### config.mk
export PLATFORM = sky130hd
export DESIGN_NAME = button_short_long_press_classifier_flat
export DESIGN_NICKNAME = d
export VERILOG_FILES = /design/src/bslp_pkg.sv /design/src/bslp_if.sv /design/src/button_short_long_press_classifier.sv /design/src/flat_wrapper.sv
export VERILOG_INCLUDE_DIRS = /design/src /design/src/src
export SDC_FILE = /design/constraint.sdc
export NUM_CORES = 1
export LEC_CHECK = 0
export BUFFER_PORTS_ARGS = -buffer_cell sky130_fd_sc_hd__buf_2
export CORE_ASPECT_RATIO = 1.1
export CORE_MARGIN = 2
export CORE_UTILIZATION = 30
export DETAILED_ROUTE_END_ITERATION = 6
export PLACE_DENSITY = 0.52
export SYNTH_ARGS = -nofsm -noshare
export SYNTH_HDL_FRONTEND = slang
export SYNTH_SLANG_ARGS = --single-unit
### constraint.sdc
create_clock -name clk -period 6.9 [get_ports clk]
set_clock_uncertainty 0.1 [all_clocks]
set_input_delay 0.345 -clock clk [delete_from_list [all_inputs] [get_ports clk]]
set_output_delay 0.345 -clock clk [all_outputs]
set_load 0.02 [all_outputs]
### src/button_short_long_press_classifier_macros.svh
// Assertion helpers for the button press classifier.
// Each check is sampled on the rising clock edge and disabled during reset.
`ifndef BUTTON_SHORT_LONG_PRESS_CLASSIFIER_MACROS_SVH
`define BUTTON_SHORT_LONG_PRESS_CLASSIFIER_MACROS_SVH

// Same-cycle implication.
`define BSLP_ASSERT_SAME(label, ante, cons, msg) \
  label: assert property (@(posedge clk) disable iff (!rst_n) (ante) |-> (cons)) \
    else $error(msg);

// Next-cycle implication.
`define BSLP_ASSERT_NEXT(label, ante, cons, msg) \
  label: assert property (@(posedge clk) disable iff (!rst_n) (ante) |=> (cons)) \
    else $error(msg);

`endif

### src/bslp_pkg.sv
`default_nettype none

package bslp_pkg;

  localparam int LEVEL_W = 3;
  localparam int TIME_W  = 32;
  localparam int CFG_W   = 16;
  localparam int APB_DW  = 32;
  localparam int APB_AW  = 4;
  localparam int REG_IW  = 2;

  typedef logic [LEVEL_W-1:0] level_vec_t;
  typedef logic [TIME_W-1:0]  tick_t;
  typedef logic [CFG_W-1:0]   cfg_val_t;
  typedef logic [REG_IW-1:0]  reg_idx_t;

  // Register map, index = paddr / 4
  localparam reg_idx_t REG_DEBOUNCE  = 2'd0;
  localparam reg_idx_t REG_SHORT_MAX = 2'd1;
  localparam reg_idx_t REG_LONG_MIN  = 2'd2;

  localparam cfg_val_t DEBOUNCE_RST  = 16'd4;
  localparam cfg_val_t SHORT_MAX_RST = 16'd80;
  localparam cfg_val_t LONG_MIN_RST  = 16'd160;

  // Input command codes
  localparam logic CMD_INIT = 1'b0;
  localparam logic CMD_POLL = 1'b1;

endpackage

`default_nettype wire

### src/bslp_if.sv
`default_nettype none

// Input channel: one poll or init item.
interface bslp_in_if;
  logic                valid;
  logic                ready;
  logic                cmd;
  bslp_pkg::level_vec_t raw_levels;
  bslp_pkg::tick_t     now_time;

  modport source (output valid, output cmd, output raw_levels, output now_time, input ready);
  modport sink   (input valid, input cmd, input raw_levels, input now_time, output ready);
endinterface

// Result channel: short and long event masks.
interface bslp_out_if;
  logic                valid;
  logic                ready;
  bslp_pkg::level_vec_t short_mask;
  bslp_pkg::level_vec_t long_mask;

  modport source (output valid, output short_mask, output long_mask, input ready);
  modport sink   (input valid, input short_mask, input long_mask, output ready);
endinterface

`default_nettype wire

### src/button_short_long_press_classifier.sv
// Button short/long press classifier. Each input item is an init or a poll
// command with three active-high button levels and a free-running 32-bit
// tick time; each item gives exactly one result item with a short-press
// mask and a long-press mask (both zero for init). Debounce, short-press
// window and long-press threshold are programmed over the APB port at byte
// addresses 0x0, 0x4 and 0x8 (16 bits each, write only while idle).
// Throughput is one item per clock cycle; each item is held in the input
// register, then passes through the per-button compare logic into the
// result register. The result register and the input register stall
// together when the result is not taken, and an empty input register still
// takes a new item while a finished result waits.
`default_nettype none

`include "button_short_long_press_classifier_macros.svh"

module button_short_long_press_classifier #(
  parameter int BUTTONS = 3
) (
  input  wire logic                         clk,
  input  wire logic                         rst_n,
  bslp_in_if.sink                           in_ch,
  bslp_out_if.source                        out_ch,
  input  wire logic                         psel,
  input  wire logic                         penable,
  input  wire logic                         pwrite,
  input  wire logic [bslp_pkg::APB_AW-1:0]  paddr,
  input  wire logic [bslp_pkg::APB_DW-1:0]  pwdata,
  output logic      [bslp_pkg::APB_DW-1:0]  prdata,
  output logic                              pready
);

  localparam int LW = bslp_pkg::LEVEL_W;
  localparam int TW = bslp_pkg::TIME_W;

  // ---------------------------------------------------------------------------
  // Configuration registers
  // ---------------------------------------------------------------------------
  bslp_pkg::cfg_val_t debounce_r, short_max_r, long_min_r;
  bslp_pkg::reg_idx_t reg_idx;
  logic               cfg_wr;

  assign pready  = 1'b1;
  assign reg_idx = paddr[bslp_pkg::APB_AW-1:2];
  assign cfg_wr  = psel && penable && pwrite;

  always_ff @(posedge clk) begin
    if (!rst_n) begin
      debounce_r  <= bslp_pkg::DEBOUNCE_RST;
      short_max_r <= bslp_pkg::SHORT_MAX_RST;
      long_min_r  <= bslp_pkg::LONG_MIN_RST;
    end else if (cfg_wr) begin
      case (reg_idx)
        bslp_pkg::REG_DEBOUNCE:  debounce_r  <= pwdata[bslp_pkg::CFG_W-1:0];
        bslp_pkg::REG_SHORT_MAX: short_max_r <= pwdata[bslp_pkg::CFG_W-1:0];
        bslp_pkg::REG_LONG_MIN:  long_min_r  <= pwdata[bslp_pkg::CFG_W-1:0];
        default: ;  // unmapped slot: drop the write
      endcase
    end
  end

  always_comb begin
    case (reg_idx)
      bslp_pkg::REG_DEBOUNCE:  prdata = bslp_pkg::APB_DW'(debounce_r);
      bslp_pkg::REG_SHORT_MAX: prdata = bslp_pkg::APB_DW'(short_max_r);
      bslp_pkg::REG_LONG_MIN:  prdata = bslp_pkg::APB_DW'(long_min_r);
      default:                 prdata = '0;
    endcase
  end

  // ---------------------------------------------------------------------------
  // Handshake: both stages advance together whenever the result slot frees.
  // ---------------------------------------------------------------------------
  logic                 s1_valid_r;
  logic                 s1_cmd_r;
  bslp_pkg::level_vec_t s1_levels_r;
  bslp_pkg::tick_t      s1_now_r;
  logic                 out_valid_r;
  bslp_pkg::level_vec_t short_mask_r, long_mask_r;
  logic                 advance;
  logic                 in_take;
  logic                 fire;

  assign advance     = !out_valid_r || out_ch.ready;
  assign in_ch.ready = !s1_valid_r || advance;
  assign in_take     = in_ch.valid && in_ch.ready;
  assign fire        = s1_valid_r && advance;

  always_ff @(posedge clk) begin
    if (!rst_n) begin
      s1_valid_r <= 1'b0;
    end else if (in_ch.ready) begin
      s1_valid_r <= in_ch.valid;
    end
  end

  // Payload holds when no item enters
  always_ff @(posedge clk) begin
    if (in_take) begin
      s1_cmd_r    <= in_ch.cmd;
      s1_levels_r <= in_ch.raw_levels;
      s1_now_r    <= in_ch.now_time;
    end
  end

  // ---------------------------------------------------------------------------
  // Per-button state
  // ---------------------------------------------------------------------------
  logic [BUTTONS-1:0] seen_r,   seen_nxt;
  logic [BUTTONS-1:0] stable_r, stable_nxt;
  logic [BUTTONS-1:0] ready_r,  ready_nxt;
  logic [BUTTONS-1:0] fired_r,  fired_nxt;
  bslp_pkg::tick_t    chg_time_r   [BUTTONS];
  bslp_pkg::tick_t    chg_time_nxt [BUTTONS];
  bslp_pkg::tick_t    press_time_r   [BUTTONS];
  bslp_pkg::tick_t    press_time_nxt [BUTTONS];
  logic [BUTTONS-1:0] short_vec, long_vec;

  // Buttons past the level field read released; mask bits past it drop.
  logic [BUTTONS+LW-1:0] lvl_wide;
  logic [BUTTONS-1:0]    lvl_vec;
  assign lvl_wide = {{BUTTONS{1'b0}}, s1_levels_r};
  assign lvl_vec  = lvl_wide[BUTTONS-1:0];

  logic is_poll;
  assign is_poll = (s1_cmd_r == bslp_pkg::CMD_POLL);

  always_comb begin
    bslp_pkg::tick_t deb_age;
    bslp_pkg::tick_t press_age;
    logic            raw_moved;
    logic            deb_ok;
    logic            new_press;
    for (int b = 0; b < BUTTONS; b++) begin
      seen_nxt[b]       = lvl_vec[b];
      stable_nxt[b]     = stable_r[b];
      ready_nxt[b]      = ready_r[b];
      fired_nxt[b]      = fired_r[b];
      chg_time_nxt[b]   = chg_time_r[b];
      press_time_nxt[b] = press_time_r[b];
      short_vec[b]      = 1'b0;
      long_vec[b]       = 1'b0;

      raw_moved = (lvl_vec[b] != seen_r[b]);
      deb_age   = raw_moved ? '0 : (s1_now_r - chg_time_r[b]);
      press_age = s1_now_r - press_time_r[b];
      deb_ok    = (lvl_vec[b] != stable_r[b]) && (deb_age >= TW'(debounce_r));
      new_press = deb_ok && lvl_vec[b];

      if (!is_poll) begin
        // Init: capture levels, hold off buttons already down
        stable_nxt[b]     = lvl_vec[b];
        ready_nxt[b]      = !lvl_vec[b];
        fired_nxt[b]      = 1'b0;
        chg_time_nxt[b]   = s1_now_r;
        press_time_nxt[b] = s1_now_r;
      end else begin
        if (raw_moved) begin
          chg_time_nxt[b] = s1_now_r;
        end
        if (deb_ok) begin
          stable_nxt[b] = lvl_vec[b];
          if (lvl_vec[b]) begin
            press_time_nxt[b] = s1_now_r;
            fired_nxt[b]      = 1'b0;
          end else if (!ready_r[b]) begin
            ready_nxt[b] = 1'b1;
          end else if (!fired_r[b] && (press_age <= TW'(short_max_r))) begin
            short_vec[b] = 1'b1;
          end
        end
        // A fresh press has zero age
        if (ready_nxt[b] && stable_nxt[b] && !fired_nxt[b] &&
            ((new_press ? '0 : press_age) >= TW'(long_min_r))) begin
          fired_nxt[b] = 1'b1;
          long_vec[b]  = 1'b1;
        end
      end
    end
  end

  always_ff @(posedge clk) begin
    if (!rst_n) begin
      seen_r   <= '0;
      stable_r <= '0;
      ready_r  <= '1;
      fired_r  <= '0;
      for (int b = 0; b < BUTTONS; b++) begin
        chg_time_r[b]   <= '0;
        press_time_r[b] <= '0;
      end
    end else if (fire) begin
      seen_r       <= seen_nxt;
      stable_r     <= stable_nxt;
      ready_r      <= ready_nxt;
      fired_r      <= fired_nxt;
      chg_time_r   <= chg_time_nxt;
      press_time_r <= press_time_nxt;
    end
  end

  // ---------------------------------------------------------------------------
  // Result register
  // ---------------------------------------------------------------------------
  logic [BUTTONS+LW-1:0] short_wide, long_wide, fired_wide;
  assign short_wide = {{LW{1'b0}}, short_vec};
  assign long_wide  = {{LW{1'b0}}, long_vec};
  assign fired_wide = {{LW{1'b0}}, fired_r};

  always_ff @(posedge clk) begin
    if (!rst_n) begin
      out_valid_r <= 1'b0;
    end else if (advance) begin
      out_valid_r <= s1_valid_r;
    end
  end

  always_ff @(posedge clk) begin
    if (fire) begin
      short_mask_r <= short_wide[LW-1:0];
      long_mask_r  <= long_wide[LW-1:0];
    end
  end

  assign out_ch.valid      = out_valid_r;
  assign out_ch.short_mask = short_mask_r;
  assign out_ch.long_mask  = long_mask_r;

  // ---------------------------------------------------------------------------
  // Checks
  // ---------------------------------------------------------------------------
  // Short needs a release, long needs the button down: never both at once.
  `BSLP_ASSERT_SAME(a_short_long_excl, out_valid_r, (short_mask_r & long_mask_r) == '0, "short and long event on one button")
  // Init items never report events.
  `BSLP_ASSERT_NEXT(a_init_quiet, fire && !is_poll, short_mask_r == '0 && long_mask_r == '0, "event on init item")
  // A reported long event leaves its button marked as fired.
  `BSLP_ASSERT_SAME(a_long_marks, out_valid_r, (long_mask_r & ~fired_wide[LW-1:0]) == '0, "long event without fired mark")
  // An empty input register always takes an item.
  `BSLP_ASSERT_SAME(a_in_open, !s1_valid_r, in_ch.ready, "input blocked while empty")

endmodule

`default_nettype wire

### src/flat_wrapper.sv
// flat-port wrapper written by rule: the top's interface ports become plain ports
module button_short_long_press_classifier_flat 
#(
  parameter int BUTTONS = 3
)
  (clk, rst_n, psel, penable, pwrite, paddr, pwdata, prdata, pready, in_ch_valid, in_ch_cmd, in_ch_raw_levels, in_ch_now_time, in_ch_ready, out_ch_valid, out_ch_short_mask, out_ch_long_mask, out_ch_ready);
  bslp_in_if in_ch_i ();
  bslp_out_if out_ch_i ();
  input  wire logic clk;
  input  wire logic rst_n;
  input  wire logic psel;
  input  wire logic penable;
  input  wire logic pwrite;
  input  wire logic [bslp_pkg::APB_AW-1:0] paddr;
  input  wire logic [bslp_pkg::APB_DW-1:0] pwdata;
  output logic      [bslp_pkg::APB_DW-1:0] prdata;
  output logic pready;
  input wire logic [$bits(in_ch_i.valid)-1:0] in_ch_valid;
  input wire logic [$bits(in_ch_i.cmd)-1:0] in_ch_cmd;
  input wire logic [$bits(in_ch_i.raw_levels)-1:0] in_ch_raw_levels;
  input wire logic [$bits(in_ch_i.now_time)-1:0] in_ch_now_time;
  output wire logic [$bits(in_ch_i.ready)-1:0] in_ch_ready;
  output wire logic [$bits(out_ch_i.valid)-1:0] out_ch_valid;
  output wire logic [$bits(out_ch_i.short_mask)-1:0] out_ch_short_mask;
  output wire logic [$bits(out_ch_i.long_mask)-1:0] out_ch_long_mask;
  input wire logic [$bits(out_ch_i.ready)-1:0] out_ch_ready;
  assign in_ch_i.valid = in_ch_valid;
  assign in_ch_i.cmd = in_ch_cmd;
  assign in_ch_i.raw_levels = in_ch_raw_levels;
  assign in_ch_i.now_time = in_ch_now_time;
  assign in_ch_ready = in_ch_i.ready;
  assign out_ch_valid = out_ch_i.valid;
  assign out_ch_short_mask = out_ch_i.short_mask;
  assign out_ch_long_mask = out_ch_i.long_mask;
  assign out_ch_i.ready = out_ch_ready;
  button_short_long_press_classifier #(.BUTTONS(BUTTONS)) u_core (.clk(clk), .rst_n(rst_n), .in_ch(in_ch_i), .out_ch(out_ch_i), .psel(psel), .penable(penable), .pwrite(pwrite), .paddr(paddr), .pwdata(pwdata), .prdata(prdata), .pready(pready));
endmodule
Word-level counts from Yosys, hierarchy flattened
Index checks and enable logic that the tools add are counted.
Storage, ports and cells
  flip-flop bits (word level): 296
  input port bits: 79
  output and inout port bits: 41
  word-level logic and storage cells: 173
Cells by class
  add/subtract/negate cells: 6
  order comparisons: 9
  eq/ne operators: 17
  multiplexer cells: 64
  bitwise operators: 7
  reductions and logical operators: 48
Operator list (count)
  2-to-1 mux 32 bit: 21
  greater-or-equal comparator 32 x 16 -> 1 bit: 6
  subtractor 32 bit: 6
  <= comparator 32 x 16 -> 1 bit: 3
  one-hot mux 16 bit (3 select lines): 1
  2-to-1 mux 1 bit: 42
  logical AND 1 bit: 22
  inequality test 2 bit, second input constant: 9
  AND reduction 2 bit: 6
  OR reduction 4 bit: 3
  zero test 1 bit: 11
  AND reduction 3 bit: 3
  inverter 1 bit: 7
  inequality test 1 bit: 6
  == test 2 x 1 -> 1 bit, second input constant: 1
  == test 2 bit, second input constant: 1
  zero test 2 bit: 1
  logical OR 1 bit: 2

Depth between registers and ports, before layout
Gate-level depths: netlist of the first run.
  depth in word-level cells: 11
  gate-level depth with buffers: 34
  depth with buffers taken out: 34

Worst setup path before layout of the first run
OpenSTA, ideal clock, no wires.
  path kind: register to register
  start: register u_core.s1_now_r[1]
  end: register u_core.long_mask_r[2], in the netlist u_core.out_ch.long_mask[2], data pin
  setup time: 0.266 ns
  arrival: 6.066 ns
  required time: 6.534 ns
  setup slack: 0.468 ns
  stages on the path, launching flop included: 34
  path through: edfxtp_1 ha_1 nor2b_1 o2111ai_1 nand2_1 a21o_1 a21o_1 a21o_1 a21oi_1 xor2_1 nor2_1 ha_1 a21oi_1 o21ai_0 a221oi_1 o31a_1 a21oi_1 nor3_1 and4_1 a41oi_1 o21ai_4 nand2b_1 ha_1 nand2b_1 a21o_1 a21o_1 a21o_1 a21o_1 a21oi_1 o21ai_0 a21oi_1 o21ai_0 a221oi_1 nor2_1
On the way
  cells in the longest elaborated chain, start to end: 10
  elaborated cells between the ends (all ways): 19
RTL lines
  from (decl): RTL line button_short_long_press_classifier.sv:76  | bslp_pkg::tick_t s1_now_r;
  from (signal assigned): RTL line button_short_long_press_classifier.sv:101  | s1_now_r <= in_ch.now_time;
  parallel branches: the longest is 8 deep, another holds subtractor 32 bit
  logical AND 1 bit *: RTL line button_short_long_press_classifier.sv:172  | if (ready_nxt[b] && stable_nxt[b] && !fired_nxt[b] &&
  2-to-1 mux 1 bit *: RTL line button_short_long_press_classifier.sv:172
  to (signal assigned): RTL line button_short_long_press_classifier.sv:220  | long_mask_r <= long_wide[LW-1:0];
  to (decl): RTL line button_short_long_press_classifier.sv:78  | bslp_pkg::level_vec_t short_mask_r, long_mask_r;
Mark *: on every way between the ends. The select of a mux whose other input is x is not followed.
A chain may end at the register's enable or synchronous reset.

Worst setup path after layout of the first run
  start: register u_core.s1_now_r[4]
  end: register u_core.long_mask_r[2], in the netlist u_core.out_ch.long_mask[2], data pin
The elaborated chain is that of the path after synthesis.

==> reports/results.tsv, run 1 <==
stage	metric	value	unit
cells_and_area	multi-input logic area	0.0196	sq mm
sta	setup total negative slack	0	ns
synth	largest family of logic cells by synthesized area	compound AO/OA/AOI/OAI gates	
clock_network	TritonCTS clock tree	built	
cells_and_area	area delta synth->final	14.6	%
sta	max-slew violation count	0	
synth	asr flop ratio synth	0	
power	sequential share of power	0.286	
sta	Final Hold Vio Count	0	
placed_design	post-DP HPWL	76.1	mm
sta	Setup-failing EPs final	0	
drt	Final ANT Viol Nets	0	
setup_path	crit start category	register	
clock_network	H-tree depth reported by CTS	2	
cells_and_area	layout cell share with drive strength beyond 1	0.0920	
run_status	failing checks	DRC	
worst_hold_path	Hold WC Path Type	in -> reg	
drt	total number of vias	26800	
clock_network	Reg clk slew, reported paths	0.06	ns
global_route	grt total ovfl	0	
drt	Via density	5.34	
drt	Residual DRC	8	
synth	compound-gate portion of the synthesized area	0.254	
cells_and_area	n_diodes	0	
synth	Avg Synthesized Cell Area	7.47	sq um
floorplanning	initial core utilization	0.303	
clock_network	later-pin clock latency in the skew report	0.58	ns
placed_design	IO buf count	84	
synth	Post-Synthesis Cells	3695	
setup_path	Worst path slowest cell	edfxtp_1	
floorplanning	core area	0.0910	sq mm
drt	DRT Wirelength	98.2	mm
sta	Relative slew margins	0.233	
setup_path	Crit. End Element	register	
power	switch share	0.370	
power	Psw	2470	uW
sta	min cycle time layout	6.61	ns
power	Pleak	0.0120	uW
synth	post-synthesis adder-cell area fraction	0.154	
clock_network	Root Buffer	clkbuf_16	
drt	drt wl/cell	19.6	um
clock_network	CTS Buf Count	40	
clock_network	clock tree buffer depth	3	
drt	drt pass-1 iters	7	
floorplanning	Ports	120	
synth	mux cell area share after synthesis	0.0403	
global_route	vias in the first global route	24800	
setup_path	CP most frequent cell	a21o_1	
synth	synth unique cells	101	
setup_path	Setup CP Type	reg -> reg	
power	Clock power frac	0.344	
job	MaxCap Viol Count	0	
setup_path	Crit path arrival time	6.84	ns
cells_and_area	nets	4220	
sta	Tcrit/Tclk final	0.958	
clock_network	Clock Sinks	296	
power	Tot Pwr	6660	uW
cells_and_area	Final Util	0.347	
synth	Main synth FF type	dfxtp_1	
drt	drt initial violations	2049	
power	PD cells	211	mW/mm^2
run_status	status	finished, violations left	
cells_and_area	final non-filler cell total	5017	
power	Internal	4200	uW
setup_path	CP max stage delay	0.51	ns
floorplanning	Die Height	322	um
synth	XOR/XNOR Fraction of Synth Area	0.0365	
synth	synthesized flop and latch total	296	
synth	Post-synth EDFFs	42	
setup_path	reg2reg path depth	32	
global_route	initial antenna violation count	3	
global_route	GRT Overall Usage	0.202	
power	combinational power share	0.371	
floorplanning	die width	293	um
setup_path	worst path required time	7.13	ns
sta	final hold slack	0.241	ns
cells_and_area	Filler Cells Inserted	9653	
global_route	largest net degree at the start of global routing	86	
worst_hold_path	worst hold stages	3	
placed_design	GPL Wtd Cong	0.912	
setup_path	Crit Path Max Fanout	6	
placed_design	placed cells	4885	
floorplanning	Die ar.	0.0944	sq mm
synth	Post-Syn Area	0.0276	sq mm
sta	RSZ-0062 raised after global routing	yes	
cells_and_area	register area	0.00635	sq mm
global_route	first-pass GRT wire length	150	mm
power	worst vdd rail ir drop	0.147	mV
synth	simple-gate portion of the synthesized area	0.215	
sta	Least-Margin Pin Slew	1.15	ns
floorplanning	Placement Rows	116	
synth	yosys warns	0	
synth	post-synthesis sequential area ratio	0.230	
sta	Achievable Freq	151	MHz
## worst paths after layout
kind                                                    startpoint                                        to  slack [ns]
worst max-delay path                  u_core.s1_now_r[4]$_DFFE_PP_  u_core.out_ch.long_mask[2]$_SDFFCE_PN0P_        0.29
worst min-delay path                                         rst_n         u_core.long_min_r[2]$_SDFFE_PN0P_        0.24
worst max register to register        u_core.s1_now_r[4]$_DFFE_PP_  u_core.out_ch.long_mask[2]$_SDFFCE_PN0P_        0.29
worst min register to register  u_core.chg_time_r[72]$_SDFFE_PN0P_        u_core.chg_time_r[72]$_SDFFE_PN0P_        0.35
## routing by layer
| metal | wire length (um) | global-route usage |
|---|---|---|
| met5 | 13 | 0 |
| met4 | 2040 | 0.0479 |
| met1 | 47900 | 0.288 |
| met3 | 4730 | 0.0212 |
| met2 | 43500 | 0.326 |
## power groups by stage
stage,Sequential (uW),Combinational [uW],Clock (uW)
6_report,1900,2470,2290
3_3_place_gp,1940,2360,0
3_5_place_dp,1940,2370,0
5_1_grt,1910,2750,2410
4_1_cts,1900,2400,2350
2_1_floorplan,1930,1710,0
## synthesized netlist by cell type (all sizes together), types with 44 or more instances
library cell	number	area, sq um
a21o	101	758
a21oi	437	2210
and2	64	400
buf	47	330
clkbuf	137	514
dfxtp	254	5080
ha	330	4130
inv	289	1080
mux2i	102	1020
nand2	573	2150
nand2b	50	313
nand3	88	440
nand4	63	394
nor2	221	830
nor3	44	225
o211ai	83	628
o21a	51	384
o21ai	178	910
xnor2	66	578
xor2	49	429
## critical path: cells and delay by family, from the launching register on
kind,cells,cell delay [ns]
and+or+nand+nor,7,0.92
AOI/OAI and AO/OA,21,3.70
DFF,1,0.51
xor gates and xnor gates,1,0.15
adders and majority gates,3,0.99
## flip-flops by register name, indices dropped and copies added, names as in the netlist
name / cells
u_core.chg_time_r: 96
u_core.debounce_r: 16
u_core.fired_r: 3
u_core.is_poll: 1
u_core.long_min_r: 16
u_core.lvl_vec: 3
u_core.out_ch.long_mask: 3
u_core.out_ch.short_mask: 3
u_core.out_ch.valid: 1
u_core.press_time_r: 96
u_core.ready_r: 3
u_core.s1_now_r: 32
u_core.s1_valid_r: 1
u_core.seen_r: 3
u_core.short_max_r: 16
u_core.stable_r: 3
## cell families after synthesis
kind of cell / Yosys count
mux: 110
compound gates: 1095
fa+ha+maj: 336
flops: 296
buf+inv: 473
xor+xnor: 115
simple gates: 1268
other cells: 2
## layout make-up
| class | instances | area share |
|---|---|---|
| clock inverter | 27 | 0.0123 |
| multi-input combinational | 2941 | 0.619 |
| sequential | 296 | 0.201 |
| clock buffer | 47 | 0.0325 |
| timing repair buffer | 237 | 0.0540 |
| inverter | 289 | 0.0345 |
| tap | 1180 | 0.0467 |
## layout by cell type (no fill, tap or decap), types with 49 or more instances in the layout
cell type / count
buf_2: 84
xor2_1: 49
a21o_1: 101
o21a_1: 50
a21oi_1: 422
o21ai_0: 152
dlygate4sd3_1: 54
nand2_1: 572
inv_1: 286
nand4_1: 63
nor2_1: 220
and2_1: 63
dfxtp_1: 254
ha_1: 328
xnor2_1: 66
o211ai_1: 82
nand3_1: 88
nand2b_1: 50
buf_4: 98
mux2i_1: 102
## stage by stage
stage / setup slack (ns) / instance area, sq um
floorplan: 0.468 / 27600
finish: 0.288 / 31600
CTS: 0.0226 / 31400
global route: -0.0549 / 31600
global placement: 0.0783 / 29500
detailed placement: 0.0562 / 29500
## timing repair
| item | 4_1_cts | 5_1_grt |
|---|---|---|
| setup buffers | 0 | 4 |
| endpoints found under the hold margin | 86 | 0 |
| resized for setup | 0 | 36 |
| hold buffers | 54 | 0 |
| setup endpoints to repair | 0 | 6 |
No activity file was read; power rests on OpenSTA's default activity.
==> run 2, diff against run 1 <==
--- a/config.mk
+++ b/config.mk
@@ -12,6 +12,7 @@
 export CORE_UTILIZATION = 30
 export DETAILED_ROUTE_END_ITERATION = 6
 export PLACE_DENSITY = 0.52
+export RECOVER_POWER = 100
 export SYNTH_ARGS = -nofsm -noshare
 export SYNTH_HDL_FRONTEND = slang
 export SYNTH_SLANG_ARGS = --single-unit
==> reports/results.tsv, run 2 (synthesized netlist as in run 1, its figures left out) <==
stage	metric	value	unit	change
cells_and_area	area delta synth->final	14.2	%	
global_route	first-pass GRT wire length	150	mm	unchanged
power	combinational power share	0.370		about the same
sta	RSZ-0062 raised after global routing	yes		
sta	Final Hold Vio Count	0		unchanged
run_status	failing checks	capacitance limit, slew limit		
setup_path	Crit. End Element	register		
sta	worst setup margin	0.282	ns	-0.00602 ns
sta	min cycle time layout	6.62	ns	+0.00602 ns
clock_network	clock tree buffer depth	3		unchanged
drt	drt initial violations	2088		+1.9%
setup_path	CP most frequent cell	a21o_1		
cells_and_area	Final Util	0.346		-0.00132
global_route	vias in the first global route	24800		unchanged
sta	max-slew violation count	328		+328
cells_and_area	final non-filler cell total	5017		unchanged
floorplanning	core area	0.0910	sq mm	unchanged
placed_design	IO buf count	84		unchanged
placed_design	post-DP HPWL	76.1	mm	unchanged
setup_path	CP max stage delay	0.51	ns	about the same
sta	Relative slew margins	-1.66		-1.89
setup_path	crit start category	register		
floorplanning	initial core utilization	0.303		unchanged
floorplanning	Die Height	322	um	unchanged
power	Clock power frac	0.344		about the same
power	Internal	4190	uW	about the same
drt	total number of vias	26900		+0.33%
power	Psw	2460	uW	-0.13%
sta	Achievable Freq	151	MHz	about the same
global_route	initial antenna violation count	2		-1
floorplanning	Ports	120		unchanged
cells_and_area	biggest regs	u_core.chg_time_r x96, u_core.press_time_r x96, u_core.s1_now_r x32		
setup_path	Reg2Reg Setup Slack	0.28	ns	about the same
power	switch share	0.370		about the same
cells_and_area	layout cell share with drive strength beyond 1	0.0764		-0.0156
clock_network	Reg clk slew, reported paths	0.06	ns	about the same
drt	Via density	5.36		+0.33%
drt	drt pass-1 iters	6		-1
cells_and_area	commonest non-fill, non-tap cell in the layout	nand2_1		
setup_path	Crit path arrival time	6.87	ns	+0.03 ns
job	MaxCap Viol Count	8		+8
worst_hold_path	Hold WC Path Type	in -> reg		
clock_network	Root Buffer	clkbuf_16		
clock_network	CTS Buf Count	40		unchanged
setup_path	reg2reg path depth	32		unchanged
sta	final hold slack	0.334	ns	+0.0938 ns
clock_network	Clock Sinks	296		unchanged
setup_path	worst path required time	7.16	ns	+0.03 ns
drt	drt wl/cell	19.6	um	about the same
setup_path	Crit Path Max Fanout	6		unchanged
worst_hold_path	WHS Endpoint	u_core.press_time_r[33]$_SDFFE_PN0P_		
power	Pleak	0.0119	uW	-1.5%
global_route	GRT Overall Usage	0.202		unchanged
sta	Tcrit/Tclk final	0.959		about the same
drt	DRT Wirelength	98.1	mm	about the same
setup_path	Crit Reg-Reg Startpoint	u_core.s1_now_r[4]$_DFFE_PP_		
power	Tot Pwr	6660	uW	about the same
global_route	grt total ovfl	0		unchanged
cells_and_area	n_diodes	0		unchanged
worst_hold_path	hold_sp	rst_n		
sta	Setup-failing EPs final	0		unchanged
floorplanning	Die ar.	0.0944	sq mm	unchanged
power	worst vdd rail ir drop	0.149	mV	+1.6%
floorplanning	die width	293	um	unchanged
power	PD cells	211	mW/mm^2	+0.29%
clock_network	later-pin clock latency in the skew report	0.59	ns	about the same
drt	Final ANT Viol Nets	0		unchanged
global_route	largest net degree at the start of global routing	86		unchanged
placed_design	placed cells	4885		unchanged
worst_hold_path	worst hold stages	3		unchanged
clock_network	H-tree depth reported by CTS	2		unchanged
clock_network	TritonCTS clock tree	built		
setup_path	R2R Path End	u_core.fired_r[1]$_SDFFE_PN0P_		
cells_and_area	commonest non-fill, non-tap cells in the layout	572 x nand2_1, 422 x a21oi_1, 328 x ha_1		
sta	Least-Margin Pin Slew	3.98	ns	+2.83 ns
placed_design	DP Worst Slack	0.0562	ns	unchanged
floorplanning	Placement Rows	116		unchanged
setup_path	Worst path slowest cell	edfxtp_1		
run_status	status	finished, violations left		
cells_and_area	nets	4220		unchanged
drt	Residual DRC	0		-8
power	sequential share of power	0.286		about the same
setup_path	Setup CP Type	reg -> reg		
placed_design	GPL Wtd Cong	0.912		unchanged
run 2: power by group through the flow:
stage                     clock [uW]  sequential [uW]  combinational (uW)
final                           2290             1910                2460
after global routing            2410             1910                2740
after CTS                       2350             1900                2400
after detailed placement           0             1940                2370
after global placement             0             1940                2360
after floorplan                    0             1930                1710
run 2: repair_timing:
item	4_1_cts	5_1_grt
setup buffers	0	4
hold buffers	54	0
setup endpoints to repair	0	6
resized for setup	0	36
hold endpoints to repair	86	0
run 2: metal layers:
metal  track usage  routed length (um)  up-vias
met5             0                  13        -
met4        0.0479                2150        2
met3        0.0212                4880      108
met2         0.326               43400      762
met1         0.288               47700    12600
li1              -                   -    13400
run 2: final cells by class:
| type | count | area (sq um) |
|---|---|---|
| clock buffers | 47 | 1030 |
| clock inverters | 27 | 389 |
| fillers | 9681 | 59500 |
| inverters | 289 | 1090 |
| multi-input cells | 2941 | 19500 |
| flip-flops and latches | 296 | 6350 |
| well taps | 1180 | 1480 |
| repair buffers | 237 | 1630 |
run 2: worst max path at each step:
stage / startpoint / end / slack, ns / cells past startpoint
floorplan: u_core.s1_now_r[1]$_DFFE_PP_ / u_core.out_ch.long_mask[2]$_SDFFCE_PN0P_ / 0.47 / 33
global placement: u_core.s1_now_r[4]$_DFFE_PP_ / u_core.out_ch.long_mask[1]$_SDFFCE_PN0P_ / 0.08 / 30
detailed placement: u_core.s1_now_r[4]$_DFFE_PP_ / u_core.out_ch.long_mask[1]$_SDFFCE_PN0P_ / 0.06 / 30
CTS: u_core.s1_now_r[4]$_DFFE_PP_ / u_core.out_ch.long_mask[1]$_SDFFCE_PN0P_ / 0.02 / 30
global route: u_core.s1_now_r[1]$_DFFE_PP_ / u_core.out_ch.long_mask[2]$_SDFFCE_PN0P_ / -0.05 / 33
finish: u_core.s1_now_r[4]$_DFFE_PP_ / u_core.fired_r[1]$_SDFFE_PN0P_ / 0.28 / 32
run 2: critical path, delay by kind of cell (launching register included):
family,cells,cell delay [ns]
AO/OA/AOI/OAI,19,3.44
XOR/XNOR,1,0.16
adder cells (fa/ha/maj),3,0.97
buffers and inverters,2,0.36
flip-flops,1,0.51
AND/OR/NAND/NOR,7,0.87
run 2: metrics by stage:
step | area (sq um) | setup TNS, ns
after floorplan | 27600 | 0
after global placement | 29500 | 0
after detailed placement | 29500 | 0
after CTS | 31400 | 0
after global routing | 31500 | -0.0751
final | 31500 | 0
